===== config.mk =====
export PLATFORM = sky130hd
export DESIGN_NAME = bsp_ctrl
export DESIGN_NICKNAME = d
export VERILOG_FILES = /design/src/hw/rtl/bsp_pkg.sv /design/src/hw/rtl/bsp_ctrl.sv
export SDC_FILE = /design/constraint.sdc
export NUM_CORES = 1
export LEC_CHECK = 0
export BUFFER_PORTS_ARGS = -buffer_cell sky130_fd_sc_hd__buf_2
export CAP_MARGIN = 0
export CORE_MARGIN = 3
export CORE_UTILIZATION = 50
export DETAILED_ROUTE_END_ITERATION = 16
export GPL_TIMING_DRIVEN = 0
export PLACE_DENSITY = 0.83
export SYNTH_ARGS = -nofsm -noshare
export SYNTH_HDL_FRONTEND = slang
export SYNTH_SLANG_ARGS = --single-unit

===== constraint.sdc =====
create_clock -name clk -period 1.6 [get_ports clk]
set_input_delay 0.16 -clock clk [delete_from_list [all_inputs] [get_ports clk]]
set_output_delay 0.16 -clock clk [all_outputs]
set_load 0.01 [all_outputs]

===== src/hw/rtl/bsp_pkg.sv =====
// Shared types and constants for the B-spline curve point evaluator.
// Used by every module under hw/rtl; depends on nothing else.

package bsp_pkg;

	// Default sizing of the knot and control point stores.
	localparam int DEF_MAX_KNOTS  = 64;
	localparam int DEF_MAX_DEGREE = 7;

	// Field widths.
	localparam int OP_W    = 2;
	localparam int INDEX_W = 6;
	localparam int U_W     = 24;   // unsigned Q8.16
	localparam int COORD_W = 32;   // signed Q16.16
	localparam int SPAN_W  = 6;
	localparam int DEG_W   = 3;
	localparam int KC_W    = 7;
	localparam int CFG_IDX_W  = 1;
	localparam int CFG_DATA_W = 7;

	// Internal arithmetic widths.
	localparam int LR_W   = U_W + 1;          // knot differences
	localparam int DEN_W  = LR_W + 1;         // sum of two differences
	localparam int NB_W   = 32;               // basis value, Q2.30
	localparam int PROD_W = LR_W + NB_W;      // difference times basis value
	localparam int MAG_W  = PROD_W - 1;       // magnitude of that product
	localparam int ACC_W  = 64;

	localparam logic signed [NB_W-1:0]  ONE_Q30 = 32'sh4000_0000;
	localparam logic signed [ACC_W-1:0] ACC_LIM = 64'sh3FFF_FFFF_FFFF_FFFF;

	// Operation codes of an input word.
	localparam logic [OP_W-1:0] OP_KNOT  = 2'd0;
	localparam logic [OP_W-1:0] OP_POINT = 2'd1;
	localparam logic [OP_W-1:0] OP_EVAL  = 2'd2;

	// Configuration register indexes.
	localparam logic [CFG_IDX_W-1:0] CFG_DEGREE     = 1'b0;
	localparam logic [CFG_IDX_W-1:0] CFG_KNOT_COUNT = 1'b1;

	// Per-cycle commands from the controller to the datapath.
	typedef enum logic [4:0] {
		CMD_NONE,
		CMD_ACCEPT,
		CMD_RD_LO,
		CMD_RD_HI,
		CMD_SPAN_END,
		CMD_SRCH_INIT,
		CMD_RD_MID,
		CMD_SRCH_UPD,
		CMD_SPAN_LO,
		CMD_BASIS_INIT,
		CMD_RD_LEFT,
		CMD_RD_RIGHT,
		CMD_SET_RIGHT,
		CMD_DEN,
		CMD_MUL_R,
		CMD_MUL_L,
		CMD_DIV_START,
		CMD_NB_UPD,
		CMD_NB_TOP,
		CMD_MAC_INIT,
		CMD_RD_PT,
		CMD_MAC_X,
		CMD_MAC_Y,
		CMD_MAC_Z,
		CMD_FINISH,
		CMD_FAIL
	} dp_cmd_t;

	// Status flags from the datapath to the controller.
	typedef struct packed {
		logic cfg_bad;
		logic u_lt;
		logic u_gt;
		logic u_eq;
		logic srch_done;
		logic r_last;
		logic j_last;
		logic k_last;
		logic div_done;
	} dp_stat_t;

	typedef enum logic [4:0] {
		S_IDLE,
		S_CHK,
		S_LO,
		S_HI,
		S_SRCH,
		S_SCMP,
		S_BINIT,
		S_RDL,
		S_RDR,
		S_SETR,
		S_DEN,
		S_MULR,
		S_MULL,
		S_DIVS,
		S_DIVW,
		S_NBTOP,
		S_MINIT,
		S_RDPT,
		S_MX,
		S_MY,
		S_MZ,
		S_EMIT
	} ctl_state_t;

endpackage


===== src/hw/rtl/bsp_ctrl.sv =====
// Controller state machine: handshakes, span search, basis triangle and
// accumulation sequencing. Drives datapath commands; depends on bsp_pkg.

module bsp_ctrl import bsp_pkg::*; (
	input  logic            clk,
	input  logic            arst_n,
	input  logic            item_valid,
	input  logic [OP_W-1:0] item_op,
	output logic            item_ready,
	output logic            res_valid,
	input  logic            res_ready,
	input  dp_stat_t        stat,
	output dp_cmd_t         cmd
);

	ctl_state_t state_q, state_d;
	logic       fail_q, fail_d;
	logic       res_valid_q, res_set;

	always_ff @(posedge clk or negedge arst_n) begin
		if (!arst_n) begin
			state_q     <= S_IDLE;
			fail_q      <= 1'b0;
			res_valid_q <= 1'b0;
		end else begin
			state_q <= state_d;
			fail_q  <= fail_d;
			if (res_set)
				res_valid_q <= 1'b1;
			else if (res_ready)
				res_valid_q <= 1'b0;
		end
	end

	always_comb begin
		state_d    = state_q;
		fail_d     = fail_q;
		cmd        = CMD_NONE;
		item_ready = 1'b0;
		res_set    = 1'b0;
		case (state_q)
			S_IDLE: begin
				item_ready = 1'b1;
				if (item_valid) begin
					cmd    = CMD_ACCEPT;
					fail_d = 1'b0;
					if (item_op == OP_EVAL)
						state_d = S_CHK;
				end
			end
			S_CHK: begin
				if (stat.cfg_bad) begin
					fail_d  = 1'b1;
					state_d = S_EMIT;
				end else begin
					cmd     = CMD_RD_LO;
					state_d = S_LO;
				end
			end
			S_LO: begin
				if (stat.u_lt) begin
					fail_d  = 1'b1;
					state_d = S_EMIT;
				end else begin
					cmd     = CMD_RD_HI;
					state_d = S_HI;
				end
			end
			S_HI: begin
				if (stat.u_gt) begin
					fail_d  = 1'b1;
					state_d = S_EMIT;
				end else if (stat.u_eq) begin
					cmd     = CMD_SPAN_END;
					state_d = S_BINIT;
				end else begin
					cmd     = CMD_SRCH_INIT;
					state_d = S_SRCH;
				end
			end
			S_SRCH: begin
				if (stat.srch_done) begin
					cmd     = CMD_SPAN_LO;
					state_d = S_BINIT;
				end else begin
					cmd     = CMD_RD_MID;
					state_d = S_SCMP;
				end
			end
			S_SCMP: begin
				cmd     = CMD_SRCH_UPD;
				state_d = S_SRCH;
			end
			S_BINIT: begin
				cmd     = CMD_BASIS_INIT;
				state_d = S_RDL;
			end
			S_RDL: begin
				cmd     = CMD_RD_LEFT;
				state_d = S_RDR;
			end
			S_RDR: begin
				cmd     = CMD_RD_RIGHT;
				state_d = S_SETR;
			end
			S_SETR: begin
				cmd     = CMD_SET_RIGHT;
				state_d = S_DEN;
			end
			S_DEN: begin
				cmd     = CMD_DEN;
				state_d = S_MULR;
			end
			S_MULR: begin
				cmd     = CMD_MUL_R;
				state_d = S_MULL;
			end
			S_MULL: begin
				cmd     = CMD_MUL_L;
				state_d = S_DIVS;
			end
			S_DIVS: begin
				cmd     = CMD_DIV_START;
				state_d = S_DIVW;
			end
			S_DIVW: begin
				if (stat.div_done) begin
					cmd     = CMD_NB_UPD;
					state_d = stat.r_last ? S_NBTOP : S_DEN;
				end
			end
			S_NBTOP: begin
				cmd     = CMD_NB_TOP;
				state_d = stat.j_last ? S_MINIT : S_RDL;
			end
			S_MINIT: begin
				cmd     = CMD_MAC_INIT;
				state_d = S_RDPT;
			end
			S_RDPT: begin
				cmd     = CMD_RD_PT;
				state_d = S_MX;
			end
			S_MX: begin
				cmd     = CMD_MAC_X;
				state_d = S_MY;
			end
			S_MY: begin
				cmd     = CMD_MAC_Y;
				state_d = S_MZ;
			end
			S_MZ: begin
				cmd     = CMD_MAC_Z;
				state_d = stat.k_last ? S_EMIT : S_RDPT;
			end
			S_EMIT: begin
				// The result registers are loaded only once the previous word is taken.
				if (!res_valid_q) begin
					cmd     = fail_q ? CMD_FAIL : CMD_FINISH;
					res_set = 1'b1;
					state_d = S_IDLE;
				end
			end
			default: state_d = S_IDLE;
		endcase
	end

	assign res_valid = res_valid_q;

	a_valid_from_emit: assert property (@(posedge clk) disable iff (!arst_n)
		$rose(res_valid_q) |-> $past(state_q == S_EMIT))
		else $error("result word raised outside the emit state");

	a_div_wait: assert property (@(posedge clk) disable iff (!arst_n)
		(state_q == S_DIVW && !stat.div_done) |=> (state_q == S_DIVW))
		else $error("left division wait before the quotient was ready");

	a_div_restart: assert property (@(posedge clk) disable iff (!arst_n)
		(cmd == CMD_DIV_START) |=> !stat.div_done)
		else $error("divider reported done right after a start");

endmodule


==> impl_metrics.csv, run 1 <==
group,metric,value,unit
global_route,grt_pass1_vias,1197,
layout,diodes,0,
synthesis,yosysMostFrequentCell,"a21oi_1",
sta,relSlewSlack,71.87,%
power_and_ir_drop,p_total,3.407,mW
placed_design,dp.cells,176,
floorplanning,top_level_ports,22,
floorplanning,start_util,54.05,%
placed_design,port_buffers,21,
clocking,cts_buffers,3,
sta,rsz0062_at_grt,"true",
critical_path,reg2regPathDepth,6,
synthesis,synthArstFlopShare,100.0,%
clocking,htree_levels,1,
hold_path,whs_endpoint,"res_valid",
placed_design,gp_congestion,0.9706,
layout,layout-drive-gt1-share,48.62,%
sta,final_max_slew_viol_count,0,
sta,fin_tns_setup,-1.012,ns
synthesis,syn_avg_cell_area,7.257,um^2
floorplanning,die_w,49.44,um
synthesis,syn_inst,130,
sta,worstMarginPinSlew,0.4210,ns
critical_path,cp.required,1.44,ns
synthesis,syn_nets,145,
synthesis,synth_edf_count,0,
synthesis,synth_area_leader_cell,"dfrtp_1",
sta,fin_crit_sh,113.7,%
clocking,cts.sinks,7,
global_route,antenna_found_initial,0,
critical_path,reg2reg_from,"state_q[0]",
hold_path,hold_path_depth,2,
placed_design,hpwl,2.111,mm
critical_path,max_stage_delay,0.47,ns
hold_path,min_path_type,"in2reg",
routing,wl_per_cell,20.40,um
floorplanning,rows,15,
sta,min_period,1.819,ns
routing,drtPass1Iterations,6,
power_and_ir_drop,p_per_area,2310,nW/um^2
power_and_ir_drop,power.leakage,0.6653,nW
synthesis,yosys.area.top_type_share,18.57,%
synthesis,syn_area,943.4,um^2
synthesis,ys.flop_type,"dfrtp_1",
routing,drc,0,
layout,syn2layout_area_growth,56.37,%
clocking,cts.clk_slew.worst_paths,0.05,ns
floorplanning,die_h,49.44,um
synthesis,synth_area_leaders,"dfrtp_1 (19%), a21oi_1 (7.4%), o21ai_0 (4.8%), buf_4 (4.0%), nand2b_1 (4.0%)",
routing,ant_nets,0,
clocking,clk_latency,0.25,ns
floorplanning,die_area,2444,um^2
hold_path,hold_start,"res_ready",
sta,hold_viol_final,0,
flow_run,maxCapViolCount,0,
global_route,grt_max_degree,11,
global_route,grt_usage,29.68,%
floorplanning,design.core.area,1745,um^2
synthesis,synth_cell_types,46,
layout,nets,197,
critical_path,startpoint_type,"register",
global_route,grt_pass1_wl,5.630,mm
clocking,cts_buffer_depth,2,
critical_path,arrival,1.66,ns
synthesis,yosys_warnings,0,
status,status,"complete, but fails checks",
critical_path,worstPathCellList,"buf_6 -> nor2_1 -> a211o_1 -> o22ai_2 -> buf_2",
sta,setup_slack,-0.2191,ns
routing,routed_wl,4.203,mm
placed_design,post-place-ws,-0.02974,ns
sta,skew,0.001271,ns
synthesis,ys_ff_latch,7,
sta,fmax,0.5497,GHz
clocking,clockRootBuffer,"clkbuf_4",
critical_path,crit_type,"reg2out",
global_route,grt_overflow,0,
routing,via_count,1380,
critical_path,rrSetupSlack,-0.06,ns
critical_path,cpMaxStageDelayCell,"dfrtp_2",
routing,drt_iter0_drc,116,
layout,final_cells,206,
routing,avgViaCountPerCell,6.699,
power_and_ir_drop,vdd_drop_max,0.001460,V
clocking,cts_tree,"built",
status,violations,"negative setup slack",
critical_path,critPathCaptureType,"output port",
synthesis,yosysSeqAreaShare,18.57,%
critical_path,crit_path_max_fanout,7,
critical_path,r2r_end,"state_q[0]",
synthesis,yosys-top-cells-count,"a21oi_1 (14), nand2_1 (9), nor2_1 (9), o21ai_0 (9), dfrtp_1 (7)",
sta,setup_violations,6,
flip-flops by register name, summed over array words and instances, names as in the netlist:
name	cells
fail_q	1
res_valid	1
state_q	5
through the flow:
stage               area (um^2)  hold WS, ns  utilization [%]
finish                     1475       0.1047            84.52
global route               1475       0.1043            84.52
CTS                        1305       0.1075            74.77
detailed placement         1080    -0.006485            61.86
global placement           1080    -0.007980            61.86
floorplan                 943.4      -0.1356                -
area by class of cell:
class	count	area [um^2]
Clock buffer	4	26.28
Sequential cell	7	178.9
Tap cell	25	31.28
Multi-Input combinational cell	104	758.2
Buffer	12	122.6
Fill cell	95	270.3
Inverter	6	22.52
Timing Repair Buffer	48	335.3
kinds of logic after synthesis:
kind of cell | share of synthesized area [%]
DFF | 18.57
AOI/OAI and AO/OA | 36.34
buffers and inverters | 10.88
muxes | 1.194
and+or+nand+nor | 31.17
xor gates and xnor gates | 1.857
report_power, final:
| part | total (mW) | internal, mW | leakage, nW | switching [mW] |
|---|---|---|---|---|
| registers | 0.356 | 0.264 | 0.0827 | 0.0915 |
| logic | 2.90 | 1.38 | 0.568 | 1.52 |
| clock network | 0.155 | 0.0948 | 0.0150 | 0.0598 |
cells in the final DEF (no fill, tap or decap), types with 3 or more instances in the layout:
master    netlist  final
dfrtp_1         7      4
o21ai_0         9      4
nor2b_1         6      6
nand2_1         9      7
buf_2           4     20
clkbuf_4        0      4
o31ai_1         3      3
nor2_1          9      8
inv_1           6      5
nand2b_1        6      6
buf_6           1     12
o21ai_1         1      4
a21oi_1        14     12
buf_4           5     22
dfrtp_2         0      3
worst max-delay path, delay by kind of cell (launching register included):
family                 cells  cell delay (ns)
buffers and inverters      2             0.31
flip-flops                 1             0.47
AO/OA/AOI/OAI              2             0.28
AND/OR/NAND/NOR            1             0.34
per-layer routing:
metal	vias up	part of all wire (%)	global-route usage, %
li1	581	-	-
met1	611	35	35.82
met2	142	45	47.99
met3	46	13	4.587
met4	0	6.7	20.28
met5	-	0	0
what timing repair did:
item,in CTS,in global routing
endpoints found under the setup margin,5,7
gates resized for setup,29,26
hold buffers,1,0
gates cloned,2,0
hold endpoints to repair,7,0
pin swaps,8,9
setup buffers,15,10
worst max-delay path by stage:
stage / from / end / slack [ns]
5_1_grt: state_q[0] / cmd[0] / -0.29
3_5_place_dp: state_q[2] / cmd[1] / -0.03
2_1_floorplan: state_q[0] / cmd[2] / 0.11
3_3_place_gp: state_q[2] / cmd[1] / -0.02
6_report: state_q[3] / cmd[1] / -0.22
4_1_cts: state_q[1] / cmd[2] / -0.14
Power figures use the tool's default switching activity.
==> run 2: changes to the inputs <==
--- a/config.mk
+++ b/config.mk
@@ -12,6 +12,8 @@
 export DETAILED_ROUTE_END_ITERATION = 16
 export GPL_TIMING_DRIVEN = 0
 export PLACE_DENSITY = 0.83
+export RECOVER_POWER = 25
+export SLEW_MARGIN = 20
 export SYNTH_ARGS = -nofsm -noshare
 export SYNTH_HDL_FRONTEND = slang
 export SYNTH_SLANG_ARGS = --single-unit
==> run 2 against run 1 <==
Net effect:
- the run still ends with negative setup slack left
- power about the same
- via count unchanged
- wire length about the same
==> impl_metrics.csv, run 2 (synthesis gave the netlist of run 1 again) <==
group,metric,value,unit
power_and_ir_drop,pwr-share-clk,4.5,%
critical_path,cpMaxStageDelayCell,"dfrtp_2",
flow_run,maxCapViolCount,0,
layout,top_register,"state_q",
clocking,cts.clk_slew.worst_paths,0.05,ns
global_route,grt_max_degree,11,
critical_path,reg2reg_from,"state_q[0]",
routing,routed_wl,4.204,mm
layout,largest_register_ffs,5,
floorplanning,start_util,54.05,%
routing,drc,0,
layout,syn2layout_area_growth,56.23,%
floorplanning,top_level_ports,22,
sta,skew,0.001288,ns
sta,relSlewSlack,71.87,%
clocking,cts_tree,"built",
floorplanning,rows,15,
floorplanning,design.core.area,1745,um^2
layout,layout_commonest_cell,"buf_4",
sta,fin_crit_sh,113.7,%
global_route,grt_pass1_wl,5.630,mm
critical_path,max_stage_delay,0.47,ns
power_and_ir_drop,p_int,1.735,mW
global_route,grt_pass1_vias,1197,
critical_path,setup.worst_path.end,"cmd[1]",
critical_path,startpoint_type,"register",
routing,via_count,1380,
routing,drtPass1Iterations,6,
floorplanning,die_w,49.44,um
critical_path,reg2regPathDepth,6,
placed_design,gp_congestion,0.9706,
floorplanning,die_h,49.44,um
clocking,clk_latency,0.25,ns
sta,whs,0.1047,ns
clocking,cts.sinks,7,
critical_path,r2r_end,"state_q[0]",
routing,drt_iter0_drc,116,
status,violations,"negative setup slack",
placed_design,hpwl,2.111,mm
clocking,cts_buffer_depth,2,
floorplanning,die_area,2444,um^2
layout,fin_util,84.44,%
layout,fill_cells,96,
global_route,grt_overflow,0,
global_route,antenna_found_initial,0,
layout,nets,197,
critical_path,worstPathCellList,"buf_6 -> nor2_1 -> a211o_1 -> o22ai_2 -> buf_2",
layout,final_area,1474,um^2
layout,ff_latch_area,178.9,um^2
layout,layout-drive-gt1-share,48.07,%
sta,hold_viol_final,0,
critical_path,critPathCaptureType,"output port",
critical_path,worstSetupStartpoint,"state_q[3]",
hold_path,min_path_type,"in2reg",
critical_path,crit_path_max_fanout,7,
critical_path,rrSetupSlack,-0.06,ns
sta,setup_violations,6,
layout,multi_input_area,758.2,um^2
sta,worstMarginPinSlew,0.4211,ns
power_and_ir_drop,p_switching,1.672,mW
status,status,"complete, but fails checks",
clocking,cts_buffers,3,
power_and_ir_drop,power.leakage,0.6625,nW
layout,diodes,0,
global_route,grt_usage,29.68,%
sta,min_period,1.819,ns
critical_path,crit_type,"reg2out",
placed_design,place_area,1080,um^2
sta,rsz0062_at_grt,"true",
critical_path,arrival,1.66,ns
routing,ant_nets,0,
power_and_ir_drop,combinationalPowerShare,85.0,%
clocking,htree_levels,1,
power_and_ir_drop,p_total,3.407,mW
power_and_ir_drop,p_per_area,2312,nW/um^2
routing,avgViaCountPerCell,6.699,
power_and_ir_drop,vdd_drop_max,0.001456,V
sta,fmax,0.5497,GHz
power_and_ir_drop,sw_frac_of_total,49.09,%
sta,setup_slack,-0.2191,ns
placed_design,port_buffers,21,
power_and_ir_drop,p_seq_share,10.4,%
clocking,clockRootBuffer,"clkbuf_4",
sta,final_max_slew_viol_count,0,
critical_path,cp.required,1.44,ns
routing,wl_per_cell,20.41,um
layout,layout_common_cells,"buf_4 (22), buf_2 (19), buf_6 (12), a21oi_1 (12), nor2_1 (8)",
## run 2: worst min path at each step
| stage | endpoint | slack (ns) | startpoint | depth (start not counted) |
|---|---|---|---|---|
| 2_1_floorplan | fail_q | -0.14 | arst_n | 0 |
| 3_3_place_gp | state_q[4] | -0.008 | arst_n | 1 |
| 3_5_place_dp | state_q[3] | -0.006 | arst_n | 1 |
| 4_1_cts | res_valid | 0.11 | res_ready | 2 |
| 5_1_grt | res_valid | 0.10 | res_ready | 2 |
| 6_report | res_valid | 0.10 | res_ready | 2 |
## run 2: power by group through the flow
| stage | registers, mW | logic [mW] | clock network, mW |
|---|---|---|---|
| floorplan | 0.319 | 1.35 | 0 |
| CTS | 0.356 | 2.23 | 0.163 |
| finish | 0.356 | 2.90 | 0.155 |
| global route | 0.361 | 3.04 | 0.175 |
| global placement | 0.346 | 1.76 | 0 |
| detailed placement | 0.348 | 1.80 | 0 |
## run 2: worst max-delay path, delay by kind of cell (launching register included)
family / cells / cell delay, ns
simple gates: 1 / 0.34
compound gates: 2 / 0.28
flops: 1 / 0.47
buf+inv: 2 / 0.31
## run 2: final cells by class
type,count,area share (%)
Inverter,6,1.528
Tap cell,25,2.122
Buffer,12,8.319
Clock buffer,4,1.783
Multi-Input combinational cell,104,51.44
Sequential cell,7,12.14
Timing Repair Buffer,48,22.67
## run 2: through the flow
stage	cells	setup WS, ns	setup TNS (ns)
3_5_place_dp	176	-0.02974	-0.06057
2_1_floorplan	130	0.1110	0
4_1_cts	197	-0.1445	-0.6439
3_3_place_gp	176	-0.01817	-0.04124
5_1_grt	206	-0.2866	-1.444
6_report	206	-0.2191	-1.012
## run 2: per-layer routing
layer	vias to the layer above	wire length, um	GRT usage (%)
li1	581	-	-
met4	0	281	20.28
met1	611	1471	35.82
met2	142	1902	47.99
met3	46	549	4.587
met5	-	0	0
## run 2: timing repair
action | 4_1_cts | 5_1_grt
hold buffers | 1 | 0
endpoints found under the hold margin | 7 | 0
cloned | 2 | 0
resized for setup | 29 | 26
pin swaps | 8 | 9
buffers inserted | 15 | 10
endpoints found under the setup margin | 5 | 7
